**src/rtl/dlsq_pkg.sv**
```systemverilog
`default_nettype none
package dlsq_pkg;

    localparam int QUEUE_DEPTH = 16;
    localparam int TIME_BITS   = 16;
    localparam int TASK_BITS   = 8;
    localparam int COUNT_W     = $clog2(QUEUE_DEPTH + 1);

    // request opcodes
    localparam logic OP_SLEEP = 1'b0;
    localparam logic OP_TICK  = 1'b1;

    // one stored queue entry
    typedef struct packed {
        logic [TIME_BITS-1:0] delta;
        logic [TASK_BITS-1:0] task_id;
    } entry_t;

    // insert token walking down the chain
    // shift = 0: still searching, delta is the remaining wait
    // shift = 1: entry already placed, carrying the displaced entry
    typedef struct packed {
        logic                 valid;
        logic                 shift;
        logic [TIME_BITS-1:0] delta;
        logic [TASK_BITS-1:0] task_id;
    } token_t;

    // per-cell command from the sequencer
    typedef struct packed {
        logic pop;  // take the next cell's entry
        logic dec;  // decrement own delta
    } cell_cmd_t;

endpackage
`default_nettype wire

```
**src/rtl/dlsq_cell.sv**
```systemverilog
`default_nettype none
module dlsq_cell (
    input  wire                       aclk,
    input  wire                       aresetn,
    input  wire                       occupied,
    input  wire dlsq_pkg::cell_cmd_t  cmd,
    input  wire dlsq_pkg::token_t     tok_in,
    output dlsq_pkg::token_t          tok_out,
    input  wire dlsq_pkg::entry_t     nbr_entry,
    output dlsq_pkg::entry_t          entry,
    output logic                      done
);

    dlsq_pkg::entry_t entry_reg;
    dlsq_pkg::entry_t entry_next;
    dlsq_pkg::token_t tok_reg;

    assign entry = entry_reg;

    always_comb begin
        entry_next = entry_reg;
        tok_out    = '0;
        done       = 1'b0;
        if (cmd.pop) begin
            entry_next = nbr_entry;
        end else if (cmd.dec) begin
            entry_next.delta = entry_reg.delta - dlsq_pkg::TIME_BITS'(1);
        end else if (tok_reg.valid) begin
            if (!occupied) begin
                // end of the list: the token settles here
                entry_next.delta   = tok_reg.delta;
                entry_next.task_id = tok_reg.task_id;
                done               = 1'b1;
            end else if (tok_reg.shift) begin
                entry_next.delta   = tok_reg.delta;
                entry_next.task_id = tok_reg.task_id;
                tok_out = '{valid: 1'b1, shift: 1'b1,
                            delta: entry_reg.delta, task_id: entry_reg.task_id};
            end else if (tok_reg.delta >= entry_reg.delta) begin
                // goes after this entry (ties go behind)
                tok_out = '{valid: 1'b1, shift: 1'b0,
                            delta: tok_reg.delta - entry_reg.delta,
                            task_id: tok_reg.task_id};
            end else begin
                // place here, follower's delta shrinks by the new delta
                entry_next.delta   = tok_reg.delta;
                entry_next.task_id = tok_reg.task_id;
                tok_out = '{valid: 1'b1, shift: 1'b1,
                            delta: entry_reg.delta - tok_reg.delta,
                            task_id: entry_reg.task_id};
            end
        end
    end

    always_ff @(posedge aclk) begin
        entry_reg <= entry_next;
    end

    always_ff @(posedge aclk) begin
        tok_reg.shift   <= tok_in.shift;
        tok_reg.delta   <= tok_in.delta;
        tok_reg.task_id <= tok_in.task_id;
        if (!aresetn) begin
            tok_reg.valid <= 1'b0;
        end else begin
            tok_reg.valid <= tok_in.valid;
        end
    end

endmodule
`default_nettype wire

```
**src/rtl/delta_list_sleep_queue.sv**
```systemverilog
`default_nettype none
// Sleep queue kept as a delta list in a chain of QUEUE_DEPTH cells: each cell holds one
// task id and its wait relative to the entry in front of it; cell 0 is the head and its
// delta is absolute. Requests are taken one at a time (s_ready is high only when the
// block is idle). An insert request (op 0) sends a token down the chain, one cell per
// cycle; the token drops its wait by each delta it passes, settles behind all entries
// with an equal or smaller total wait, then ripples the displaced entries one cell back.
// An insert yields one result: woken 0, last 1, queue_full set when the queue was
// already full (queue unchanged). A tick request (op 1) pops every head with zero
// delta, one per cycle unless a stalled result holds the output, the whole chain
// shifting one cell toward the head, giving one result per woken task with last on the
// final one, then decrements the new head. A tick that wakes nothing gives one result
// with woken 0 and last 1. The output register lets a new request be accepted while the
// previous result is still waiting.
module delta_list_sleep_queue (
    input  wire         aclk,
    input  wire         aresetn,
    input  wire         s_valid,
    output logic        s_ready,
    input  wire         s_op,
    input  wire  [7:0]  s_task_id,
    input  wire  [15:0] s_sleep_time,
    output logic        m_valid,
    input  wire         m_ready,
    output logic [7:0]  m_woken_task,
    output logic        m_woken,
    output logic        m_queue_full,
    output logic        m_last
);

    localparam int D = dlsq_pkg::QUEUE_DEPTH;

    typedef enum logic [3:0] {
        ST_IDLE   = 4'b0001,
        ST_INSERT = 4'b0010,
        ST_TICK   = 4'b0100,
        ST_REPLY  = 4'b1000
    } state_t;

    state_t                        state_reg, state_next;
    logic [dlsq_pkg::COUNT_W-1:0]  count_reg, count_next;
    logic                          full_reg, full_next;
    logic                          woke_reg, woke_next;

    // output register
    logic                          m_valid_reg, m_valid_next;
    logic [7:0]                    m_task_reg, m_task_next;
    logic                          m_woken_reg, m_woken_next;
    logic                          m_full_reg, m_full_next;
    logic                          m_last_reg, m_last_next;

    // chain wiring
    dlsq_pkg::token_t              tok [D+1];
    dlsq_pkg::entry_t              ent [D];
    dlsq_pkg::cell_cmd_t           cmd [D];
    logic [D-1:0]                  occ;
    logic [D-1:0]                  done_vec;

    logic                          accept;
    logic                          out_free;
    logic                          queue_full;
    logic                          head_zero;
    logic                          next_zero;
    logic                          pop;
    logic                          dec;

    assign s_ready      = (state_reg == ST_IDLE);
    assign accept       = s_valid && s_ready;
    assign out_free     = !m_valid_reg || m_ready;
    assign queue_full   = (count_reg == dlsq_pkg::COUNT_W'(D));

    assign m_valid      = m_valid_reg;
    assign m_woken_task = m_task_reg;
    assign m_woken      = m_woken_reg;
    assign m_queue_full = m_full_reg;
    assign m_last       = m_last_reg;

    // head status for the tick walk
    assign head_zero = occ[0] && (ent[0].delta == '0);
    assign next_zero = occ[1] && (ent[1].delta == '0);

    // token injected into cell 0 on an accepted insert
    assign tok[0] = '{valid: accept && (s_op == dlsq_pkg::OP_SLEEP) && !queue_full,
                      shift: 1'b0,
                      delta: dlsq_pkg::TIME_BITS'(s_sleep_time), task_id: s_task_id};

    genvar i;
    generate
        for (i = 0; i < D; i++) begin : g_cell
            dlsq_pkg::entry_t nbr;
            if (i == D - 1) begin : g_tail
                assign nbr = ent[i];
            end else begin : g_mid
                assign nbr = ent[i+1];
            end

            assign occ[i]     = (dlsq_pkg::COUNT_W'(i) < count_reg);
            assign cmd[i].pop = pop;
            assign cmd[i].dec = (i == 0) ? dec : 1'b0;

            dlsq_cell u_cell (
                .aclk      (aclk),
                .aresetn   (aresetn),
                .occupied  (occ[i]),
                .cmd       (cmd[i]),
                .tok_in    (tok[i]),
                .tok_out   (tok[i+1]),
                .nbr_entry (nbr),
                .entry     (ent[i]),
                .done      (done_vec[i])
            );
        end
    endgenerate

    always_comb begin
        state_next   = state_reg;
        count_next   = count_reg;
        full_next    = full_reg;
        woke_next    = woke_reg;
        pop          = 1'b0;
        dec          = 1'b0;
        m_valid_next = m_valid_reg && !m_ready;
        m_task_next  = m_task_reg;
        m_woken_next = m_woken_reg;
        m_full_next  = m_full_reg;
        m_last_next  = m_last_reg;

        unique case (state_reg)
            ST_IDLE: begin
                if (accept) begin
                    woke_next = 1'b0;
                    full_next = queue_full;
                    if (s_op == dlsq_pkg::OP_TICK) begin
                        state_next = ST_TICK;
                    end else if (queue_full) begin
                        state_next = ST_REPLY;
                    end else begin
                        state_next = ST_INSERT;
                    end
                end
            end
            ST_INSERT: begin
                // wait for the token to settle at the end of the list
                if (|done_vec) begin
                    count_next = count_reg + dlsq_pkg::COUNT_W'(1);
                    state_next = ST_REPLY;
                end
            end
            ST_REPLY: begin
                if (out_free) begin
                    m_valid_next = 1'b1;
                    m_task_next  = '0;
                    m_woken_next = 1'b0;
                    m_full_next  = full_reg;
                    m_last_next  = 1'b1;
                    state_next   = ST_IDLE;
                end
            end
            ST_TICK: begin
                if (head_zero) begin
                    if (out_free) begin
                        m_valid_next = 1'b1;
                        m_task_next  = ent[0].task_id;
                        m_woken_next = 1'b1;
                        m_full_next  = 1'b0;
                        m_last_next  = !next_zero;
                        pop          = 1'b1;
                        woke_next    = 1'b1;
                        count_next   = count_reg - dlsq_pkg::COUNT_W'(1);
                    end
                end else if (woke_reg) begin
                    dec        = occ[0];
                    state_next = ST_IDLE;
                end else if (out_free) begin
                    // nothing woke: single empty result
                    m_valid_next = 1'b1;
                    m_task_next  = '0;
                    m_woken_next = 1'b0;
                    m_full_next  = 1'b0;
                    m_last_next  = 1'b1;
                    dec          = occ[0];
                    state_next   = ST_IDLE;
                end
            end
            default: begin
                state_next = ST_IDLE;
            end
        endcase
    end

    always_ff @(posedge aclk) begin
        if (!aresetn) begin
            state_reg   <= ST_IDLE;
            count_reg   <= '0;
            m_valid_reg <= 1'b0;
        end else begin
            state_reg   <= state_next;
            count_reg   <= count_next;
            m_valid_reg <= m_valid_next;
        end
    end

    always_ff @(posedge aclk) begin
        full_reg    <= full_next;
        woke_reg    <= woke_next;
        m_task_reg  <= m_task_next;
        m_woken_reg <= m_woken_next;
        m_full_reg  <= m_full_next;
        m_last_reg  <= m_last_next;
    end

endmodule
`default_nettype wire

```
**config.mk**
```make
export PLATFORM = sky130hd
export DESIGN_NAME = delta_list_sleep_queue
export DESIGN_NICKNAME = d
export VERILOG_FILES = /design/src/rtl/dlsq_pkg.sv /design/src/rtl/dlsq_cell.sv /design/src/rtl/delta_list_sleep_queue.sv
export SDC_FILE = /design/constraint.sdc
export NUM_CORES = 2
export LEC_CHECK = 0
export BUFFER_PORTS_ARGS = -buffer_cell sky130_fd_sc_hd__buf_4
export CORE_MARGIN = 4
export CORE_UTILIZATION = 55
export DETAILED_ROUTE_END_ITERATION = 8
export GPL_TIMING_DRIVEN = 1
export PLACE_DENSITY = 0.74
export SLEW_MARGIN = 20
export SYNTH_ARGS = -nofsm -noshare
export SYNTH_HDL_FRONTEND = slang
export SYNTH_SLANG_ARGS = --single-unit
```
**constraint.sdc**
```tcl
create_clock -name aclk -period 3.9 [get_ports aclk]
set_clock_uncertainty 0.05 [all_clocks]
set_input_delay 0.195 -clock aclk [delete_from_list [all_inputs] [get_ports aclk]]
set_output_delay 0.195 -clock aclk [all_outputs]
set_load 0.05 [all_outputs]
```
==> qor.csv <==
metric,value,unit
cp_slowest_cell,o21ai_2,
nets,6793,
whs,0.105,ns
path_max_fanout,16,
clock-root-buffer,clkbuf_16,
final_common_cell,nand2_1,
drc,0,
path_clk_slew,0.06,ns
viasPerCell,5.84,
relSlewSlack,0.322,
required,4.21,ns
largest_register_ffs,415,
power_density,320,nW/µm²
drive_above_1_share,0.0667,
min_to,g_cell[0].u_cell.tok_reg[21],
hold_viol,0,
netlist_area,53900,µm²
async_flop_share,0,
hold_path.class,input port to flop,
reg2reg_depth,10,
worstHoldPathCells,2,
arrival,3.89,ns
wl_per_cell,19.2,µm
synth-main-ff-cell,dfxtp_1,
grt_max_degree,103,
r2r_start,g_cell[6].u_cell.entry[12],
period_needed,3.57,ns
ir_drop,0.000368,V
num_vias,44353,
status,"finished, final reports clean",
avgSynthCellArea,8.58,µm²
max_cap_violations,0,
boundaryPins,42,
grt_use_total,0.276,
worst_setup_path_start_kind,flop,
cts_sinks,822,
insertion_delay,0.68,ns
most-common-layout-cells,"949 x nand2_1, 592 x inv_1, 487 x ha_1",
worstMarginPinSlew,1.02,ns
port_buffers,41,
p_leak,25.9,nW
critPathBufInv,2,
synth-seq-cells,822,
htree_levels,3,
synth_area_leader_cell,edfxtp_1,
ys_seq_area_frac,0.379,
die_height,321,µm
grt_pass1_wl,232000,µm
reg2reg_to,g_cell[6].u_cell.entry[14],
yosys.cell_types.count,92,
cp_common_cell,a21o_1,
syn2layout_area_growth,9.58,%
synth_top_area_frac,0.221,
gp_congestion,0.948,
drv_slew,0,
initial_core_util,0.556,
grt_pass1_vias,42764,
cts_max_path_buffers,3,
cts_setup_buffers,0,
worstSetupEndpointType,flop,
rows,114,
syn-num-nets,6821,
ff2ff_setup_slack,0.33,ns
critPathMaxStageDelay,0.83,ns
dp_hpwl,110000,µm
numCtsBuffers,89,
synth_cells,6275,
first_iter_violations,3802,
finalSetupViolations,0,
crit_type,flop to flop,
grt-ovfl-total,0,
core,96900,µm²
hold_start,s_sleep_time[13],
first_pass_iters,6,
fmax,280,MHz
cts_tree,done,
crit_path_cell_trace,"inv_1, ha_1, a21o_1, a21o_1, o21ai_1, a31oi_1, o21ai_2, o31ai_1, nand2_1, buf_4",
fp.dieArea,103000,µm²
ant_nets,0,
synth-edff-count,397,
fin_crit_sh,0.917,
synth_warnings,0,
rsz0062_at_grt,false,
crit_family,compound AO/OA/AOI/OAI gates,
antenna_found_initial,1,
final.setup.tns,0,ns
synthTopCellsByArea,"edfxtp_1 22%, dfxtp_1 16%, ha_1 11%",
fp.dieW,321,µm
wl,146000,µm
[stage by stage]
step                      std cells  total power [mW]  utilization  setup WS [ns]  cell area, µm²
after floorplan                6275              9.76            -          0.284           53900
after global placement         7403              9.98        0.574          0.461           55600
after detailed placement       7403              9.99        0.574          0.374           55600
after CTS                      7600              19.0        0.609          0.359           59000
after global routing           7600              19.5        0.609         0.0208           59000
final                          7601              18.9        0.609          0.326           59000
[report_power, final]
part | total, mW | switching (mW) | internal, mW
Sequential | 9.11 | 0.0646 | 9.04
Clock | 9.01 | 3.75 | 5.27
Combinational | 0.734 | 0.443 | 0.290
[metal layers]
| layer | routed length, µm | global-route usage | vias to the layer above |
|---|---|---|---|
| met5 | 0 | 0 | - |
| met4 | 5500 | 0.105 | 0 |
| met3 | 8440 | 0.0342 | 274 |
| met2 | 66000 | 0.446 | 1463 |
| met1 | 65800 | 0.382 | 20950 |
| li1 | - | - | 21666 |
[worst max path at each step]
stage / start / endpoint / slack, ns / depth (start not counted)
2_1_floorplan: g_cell[0].u_cell.entry[17] / g_cell[0].u_cell.entry[0] / 0.28 / 12
3_5_place_dp: g_cell[6].u_cell.entry[12] / g_cell[6].u_cell.entry[18] / 0.37 / 10
3_3_place_gp: g_cell[4].u_cell.entry[21] / g_cell[5].u_cell.tok_reg[10] / 0.46 / 11
5_1_grt: g_cell[10].u_cell.entry[10] / g_cell[11].u_cell.tok_reg[18] / 0.02 / 13
6_report: g_cell[6].u_cell.entry[12] / g_cell[6].u_cell.entry[14] / 0.33 / 10
4_1_cts: g_cell[14].u_cell.entry[8] / g_cell[15].u_cell.tok_reg[14] / 0.36 / 13
[logic make-up (layout without fill, tap and decap cells)]
family                     after synthesis  in the layout  share of synthesized area
and+or+nand+nor                       1957           1957                      0.159
muxes                                  276            276                     0.0525
other                                    0              1                          0
buffers and inverters                  920            969                     0.0671
xor gates and xnor gates               206            206                     0.0335
AOI/OAI and AO/OA                     1577           1577                      0.184
adders and majority gates              517            517                      0.124
DFF                                    822            822                      0.379
[final cells by class]
cell class,count,area [µm²]
tap,1276,1600
fill,8350,37800
timing repair buffer,203,1760
clock inverter,63,796
sequential,822,20400
clock buffer,105,2330
inverter,598,2240
antenna,1,2.50
multi-input combinational,4533,29900
[cells in the mapped netlist, drive strengths merged (139+ instances only)]
cell / n
nand2: 951
inv: 594
ha: 487
nor2: 474
o21ai: 444
a21oi: 427
dfxtp: 425
edfxtp: 397
clkbuf: 244
mux2i: 227
a21o: 148
a211oi: 139
[what timing repair did]
item	4_1_cts	5_1_grt
gates resized for setup	0	0
hold buffers	29	0
endpoints found under the setup margin	0	0
hold endpoints to repair	32	0
(Power assumes the default switching activity.)
